==> src/dcf_pkg.sv <==
// Package for the dense Cholesky factor core: payload types and fixed constants.
// No dependencies.
package dcf_pkg;
	localparam int ELEM_W = 32;
	localparam int CFG_W = 17;
	localparam logic CFG_DIM = 1'b0;
	localparam logic CFG_FLOOR = 1'b1;

	typedef struct packed {
		logic [2:0] elem_row;
		logic [2:0] elem_col;
		logic signed [31:0] elem_value;
		logic last_elem;
	} in_word_t;

	typedef struct packed {
		logic [2:0] l_row;
		logic [2:0] l_col;
		logic signed [31:0] l_value;
		logic pivot_clamped;
		logic last_result;
	} out_word_t;

	// controller to datapath
	typedef struct packed {
		logic acc_init;
		logic acc_sub;
		logic root_go;
		logic div_go;
		logic wr_l;
	} dp_cmd_t;

	typedef struct packed {
		logic root_done;
		logic div_done;
	} dp_stat_t;
endpackage

==> src/dcf_ctrl.sv <==
// Sequencer of the dense Cholesky factor core: walks rows, columns and the
// inner product index, steering the datapath. Depends on dcf_pkg.
module dcf_ctrl (
	input  logic clk,
	input  logic arst_n,
	input  logic go,
	input  logic [3:0] dim,
	input  dcf_pkg::dp_stat_t stat,
	output dcf_pkg::dp_cmd_t cmd,
	output logic [5:0] rd_addr,
	output logic [5:0] wr_addr,
	output logic busy,
	output logic [2:0] cur_i,
	output logic [2:0] cur_j,
	output logic emit,
	output logic last
);
	import dcf_pkg::*;
	localparam logic [2:0] S_IDLE = 3'd0, S_RDA = 3'd1, S_INIT = 3'd2, S_SUB = 3'd3,
		S_DRAIN = 3'd4, S_OP = 3'd5, S_WAIT = 3'd6;
	logic [2:0] state_q, i_q, j_q, k_q;
	logic ph_q;
	logic [1:0] dr_q;

	function automatic logic [5:0] tri_pos(input logic [2:0] r, input logic [2:0] c);
		return 6'((r * (r + 4'd1)) >> 1) + 6'(c);
	endfunction

	assign busy = state_q != S_IDLE;
	assign cur_i = i_q;
	assign cur_j = j_q;
	assign wr_addr = tri_pos(i_q, j_q);
	assign emit = cmd.wr_l;
	assign last = (4'(i_q) + 4'd1 == dim) && (i_q == j_q);

	always_comb begin
		cmd = '0;
		rd_addr = tri_pos(i_q, j_q);
		case (state_q)
			S_INIT: cmd.acc_init = 1'b1;
			S_SUB: begin
				cmd.acc_sub = 1'b1;
				// read L(j,k) now for the product, then L(i,k+1) for the next one
				rd_addr = ph_q ? tri_pos(i_q, k_q + 3'd1) : tri_pos(j_q, k_q);
			end
			S_DRAIN: rd_addr = tri_pos(j_q, j_q);
			S_OP: begin
				cmd.root_go = (i_q == j_q);
				cmd.div_go = (i_q != j_q);
			end
			S_WAIT: cmd.wr_l = stat.root_done || stat.div_done;
			default: ;
		endcase
		if (state_q == S_INIT) rd_addr = tri_pos(i_q, 3'd0);
	end

	always_ff @(posedge clk or negedge arst_n) begin
		if (!arst_n) begin
			state_q <= S_IDLE;
			i_q <= '0; j_q <= '0; k_q <= '0; ph_q <= 1'b0; dr_q <= '0;
		end else begin
			case (state_q)
				S_IDLE: if (go) begin
					i_q <= '0; j_q <= '0;
					state_q <= S_RDA;
				end
				S_RDA: state_q <= S_INIT;
				S_INIT: begin
					k_q <= '0; ph_q <= 1'b0;
					state_q <= (j_q == 0) ? S_DRAIN : S_SUB;
					dr_q <= '0;
				end
				S_SUB: begin
					ph_q <= ~ph_q;
					if (ph_q) begin
						if (k_q + 3'd1 == j_q) state_q <= S_DRAIN;
						else k_q <= k_q + 3'd1;
					end
				end
				S_DRAIN: begin
					dr_q <= dr_q + 2'd1;
					if (dr_q == 2'd2) state_q <= S_OP;
				end
				S_OP: state_q <= S_WAIT;
				S_WAIT: if (stat.root_done || stat.div_done) begin
					if (last) state_q <= S_IDLE;
					else begin
						state_q <= S_RDA;
						if (j_q == i_q) begin
							i_q <= i_q + 3'd1; j_q <= '0;
						end else j_q <= j_q + 3'd1;
					end
				end
				default: state_q <= S_IDLE;
			endcase
		end
	end
endmodule

==> config.mk <==
export PLATFORM = sky130hd
export DESIGN_NAME = dcf_ctrl
export DESIGN_NICKNAME = d
export VERILOG_FILES = /design/src/dcf_pkg.sv /design/src/dcf_ctrl.sv
export SDC_FILE = /design/constraint.sdc
export NUM_CORES = 1
export LEC_CHECK = 0
export ABC_AREA = 1
export BUFFER_PORTS_ARGS = -buffer_cell sky130_fd_sc_hd__buf_2
export CAP_MARGIN = 30
export CORE_MARGIN = 5
export CORE_UTILIZATION = 50
export DETAILED_ROUTE_END_ITERATION = 12
export GPL_ROUTABILITY_DRIVEN = 0
export PLACE_DENSITY_LB_ADDON = 0.08
export SLEW_MARGIN = 0
export SYNTH_ARGS = -nofsm -noshare
export SYNTH_HDL_FRONTEND = slang
export SYNTH_SLANG_ARGS = --single-unit
==> constraint.sdc <==
create_clock -name clk -period 9.2 [get_ports clk]
set_input_delay 1.38 -clock clk [delete_from_list [all_inputs] [get_ports clk]]
set_output_delay 1.38 -clock clk [all_outputs]
set_load 0.005 [all_outputs]
* Word level (Yosys, flattened, before mapping) *
Cells that the tools add are included.
W data, S select, Z words.

operators by class
  add/subtract/negate cells = 11
  $mul = 2
  equal/unequal tests = 20
  multiplexer cells = 29
  bitwise gates (word level) = 1
  reductions and logical operators = 12

operators by type and width
  operator               count
  $mux W3                15
  $add A5 B3 Y6          4
  $pmux W3 S7            1
  $pmux W3 S2            3
  $ne A2 B2 Y1 const B   8
  $add A3 B1 Y4 const B  3
  $mul A3 B4 Y6          2
  $mux W6                2
  $pmux W6 S2            1
  $reduce_and A5 Y1      2
  $add A3 B1 Y3 const B  3
  $eq A3 B3 Y1           3
  $eq A3 B3 Y1 const B   3
  $eq A3 B2 Y1 const B   2
  $logic_not A3 Y1       2
  $reduce_bool A2 Y1     3
  $eq A4 B4 Y1           1
  $mux W1                4
  $pmux W2 S2            1
  $reduce_and A4 Y1      1
  $eq A3 B1 Y1 const B   1
  $ne A3 B3 Y1           1
  $reduce_and A3 Y1      1
  $reduce_bool A3 Y1     1
  other kinds (7)        7

word-level totals
  register bits after elaboration = 15
  input port bits = 9
  logic and storage cells = 81

* Longest topological paths before layout *
  depth in word-level cells = 6
  depth in mapped cells = 19

* Worst setup path before layout *
No wires, ideal clock.

  path type = reg2out
  start point = register i_q[1], in the netlist cur_i[1]
  end point = output rd_addr[5]
  arrival time = 3.623 ns
  required time = 7.820 ns
  setup slack = 4.197 ns
  stages on the path, launching flop included = 17
  buffers on the path = 0
  cell sequence = dfrtp_1 ha_1 inv_1 ha_1 or2_2 fa_1 inv_1 ha_1 fa_1 ha_1 nand2_1 nand2_1 a31oi_1 or2_2 nor2_1 o21ai_0 nor2_1

RTL lines
  element                 RTL line        RTL
  from (decl)             dcf_ctrl.sv:21  logic [2:0] state_q, i_q, j_q, k_q;
  from (signal assigned)  dcf_ctrl.sv:60  i_q <= '0; j_q <= '0; k_q <= '0; ph_q <= 1'b0; dr_q <= '0;
  from (signal assigned)  dcf_ctrl.sv:64  i_q <= '0; j_q <= '0;
  from (signal assigned)  dcf_ctrl.sv:90  i_q <= i_q + 3'd1; j_q <= '0;
  $add A3 B1 Y4           n/a
  $mul A3 B4 Y6 (*)       n/a
  $add A5 B3 Y6 (*)       n/a
  named net wr_addr[5]    dcf_ctrl.sv:11  output logic [5:0] wr_addr,
  $pmux W6 S2 (*)         dcf_ctrl.sv:39  case (state_q)
  $mux W6 (*)             dcf_ctrl.sv:54  if (state_q == S_INIT) rd_addr = tri_pos(i_q, 3'd0);
  to (decl)               dcf_ctrl.sv:10  output logic [5:0] rd_addr,

Mark *: on every way through the listed nets, which the timed path passes. The rest lies on a longest branch.

* Worst setup path after layout *
  start point = register i_q[0], in the netlist cur_i[0]
  end point = output rd_addr[5]

between the ends
  longest elaborated chain between the ends = 6

RTL lines
  element            RTL line        RTL
  $add A3 B1 Y4      dcf_ctrl.sv:26  return 6'((r * (r + 4'd1)) >> 1) + 6'(c);
  $mul A3 B4 Y6 (*)  dcf_ctrl.sv:26
  $add A5 B3 Y6      dcf_ctrl.sv:26
  $mux W6            dcf_ctrl.sv:44  rd_addr = ph_q ? tri_pos(i_q, k_q + 3'd1) : tri_pos(j_q, k_q);
  $pmux W6 S2 (*)    dcf_ctrl.sv:39
  $mux W6 (*)        dcf_ctrl.sv:54

Mark *: on every way between the ends. The rest lies on a longest branch, timed or not.

==> run summary <==
Status = finished clean
Final worst path period need = 5.581 ns
FF+latch count, synth = 15
Synthesized area = 2410 sq um
Vias in the first global route = 2055
Synth Flop Type = dfrtp_1
DR pass1 iterations = 4
Pin count of the biggest net entering global routing = 16
Largest family of logic cells by synthesized area = simple AND/OR/NAND/NOR gates
Setup bufs post-CTS = 0
PortBufs = 34
Die area = 6308 sq um
Cell row count = 25
Synth Area in Adders = 24.40%
Die Wd = 79.43 um
Worst-Margin Slew = 0.6043 ns
Setup crit start = cur_i[0]
Post-CTS Hold Fix Bufs = 0
Hold Slack = 0.5015 ns
R2R Path End = cur_j[0]
Synth Warn # = 0
Io pins = 35
Sequential area share after synthesis = 15.58%
RSZ-0062 raised after global routing = no
Total CTS buffers = 3
EDFF count, synth = 0
DR vias/cell = 5.145
Peak supply drop = 176.9 uV
Synth Area in Compound Gates = 8.619%
Startpoint types = flop
Async SR Flop Fraction = 100.0%
Clock Pin Slew Worst Setup and Hold Paths = 0.07 ns
Initial antenna violation count = 0
Starting Density = 51.36%
Global-route wire length before repair = 9584 um
TNS Setup = 0 ns
Gate count of the mapped netlist = 350
Mux cell area share after synthesis = 0%
Area Overhead vs Synth = 9.865%
Worst EP required = 7.82 ns
Metal-1 WL = 2717 um
Met2 WL = 2660 um
Total Wirelength = 5689 um
Max layer used = met4
Die Y-Extent = 79.43 um
Hold crit path type = flop to flop
Mapped Nets = 400
Highest clock rate = 179.2 MHz
Crit path DAT = 4.20 ns
Simple-gate share of the synthesized area = 35.10%
Max-Cap Viols = 0
Drt initial violations = 129
R2r setup slk = 7.10 ns
Most common cell after layout, fill and taps aside = nand2_1
H-tree depth = 1
Most frequent cells in the layout = 68 x nand2_1, 57 x inv_1, 38 x nor2_1
Max Fanout on Critical Path = 12
Max-slew violations = 0
Syn avg cell area = 6.885 sq um
Final hold violations = 0
Post-CTS sizing = 0
LEAKAGE = 1.521 nW
Clock Skew = 0.005463 ns
Critical path class = flop to output port
Rel. slew slack = 59.71%
Xor/xnor share of the synthesized area = 3.634%
Layout cell share with drive strength beyond 1 = 18.64%
CP endpoint = rd_addr[5]
Pwr/cell area = 167.7 nW/um^2
Power after layout = 444.1 uW
Worst reg2reg path startpoint = cur_i[0]
Total grt overflow = 0
DP HPWL = 4676 um
Root buf cell = clkbuf_8
Final setup fails = 0
Core area = 4692 sq um
Clock sinks = 15
Layout Nets = 432
Overall Global Routing Usage = 18.79%
Antenna viol nets, final = 0
CTS tree = yes
DR vias = 2238
WL met3 = 291 um
Fin crit share = 60.66%
Clock Latency Late Sink = 0.26 ns
Setup crit end kind = output port
Reg2Reg Depth = 11
Drt drc = 0
Drt wl/cell = 13.08 um
# diodes = 0
Library cells used by synthesis = 36
Clock buffer depth = 2
-- per-stage QoR --
| step | area, sq um | worst slack [ns] | util, % | cells |
|---|---|---|---|---|
| after floorplan | 2410 | 4.197 | - | 350 |
| after global placement | 2599 | 3.968 | 55.39 | 431 |
| after detailed placement | 2599 | 3.873 | 55.39 | 431 |
| after CTS | 2648 | 3.602 | 56.43 | 435 |
| after global routing | 2648 | 3.278 | 56.43 | 435 |
| final | 2648 | 3.619 | 56.43 | 435 |
-- power breakdown --
group	internal (mW)	leakage [nW]	switching (mW)
sequential	0.0824	0.201	0.0293
combinational	0.0983	1.30	0.178
clock	0.0305	0.0217	0.0256
-- worst min-delay path by stage --
| stage | startpoint | to | slack [ns] | depth (start not counted) |
|---|---|---|---|---|
| 3_3_place_gp | dr_q[0] | dr_q[0] | 0.49 | 1 |
| 5_1_grt | dr_q[0] | dr_q[0] | 0.55 | 1 |
| 6_report | dr_q[0] | dr_q[0] | 0.50 | 1 |
| 2_1_floorplan | dr_q[0] | dr_q[0] | 0.46 | 1 |
| 3_5_place_dp | dr_q[0] | dr_q[0] | 0.49 | 1 |
| 4_1_cts | dr_q[0] | dr_q[0] | 0.50 | 1 |
-- kinds of logic after synthesis --
group,after synthesis
xor+xnor,10
flops,15
fa+ha+maj,41
simple gates,173
compound gates,37
buf+inv,74
-- layout make-up --
type	instances	area (sq um)
repair buffers	34	170.2
inverters	67	256.5
clock buffers	3	41.29
multi-input cells	261	1729
fillers	472	2044
flip-flops and latches	15	375.4
clock inverters	1	7.507
well taps	54	67.56
-- registers in the layout, summed over array words and instances (netlist names) --
register  cells
cur_j         3
cur_i         3
k_q           3
ph_q          1
state_q       3
dr_q          2
-- synth_stat cells (7+ instances only) --
cell type | instances | area (sq um)
o21ai_1 | 7 | 35.03
ha_1 | 31 | 387.9
nand4_1 | 7 | 43.79
inv_2 | 9 | 33.78
inv_1 | 57 | 214.0
nand2_1 | 68 | 255.2
dfrtp_1 | 15 | 375.4
o21ai_0 | 9 | 45.04
a21oi_1 | 10 | 50.05
nand3_1 | 34 | 170.2
fa_1 | 10 | 200.2
nor2_1 | 38 | 142.6
-- metal layers --
layer	vias to the layer above	track usage, %
met5	-	0
met1	1004	26.40
met3	2	2.257
li1	1182	-
met4	0	4.296
met2	50	30.72
-- critical path: stages, from the launching register on --
cell and delay (ns):
dfrtp_1 0.61, ha_1 0.22, inv_1 0.04, ha_1 0.32, or2_2 0.32, fa_1 0.48, inv_1 0.04, ha_1 0.21
fa_1 0.50, ha_1 0.36, nand2_1 0.06, nand2_1 0.05, a31oi_1 0.04, or2_2 0.30, nor2_1 0.11, o21ai_0 0.08
nor2_1 0.10, buf_2 0.11
Power figures use the tool's default switching activity.
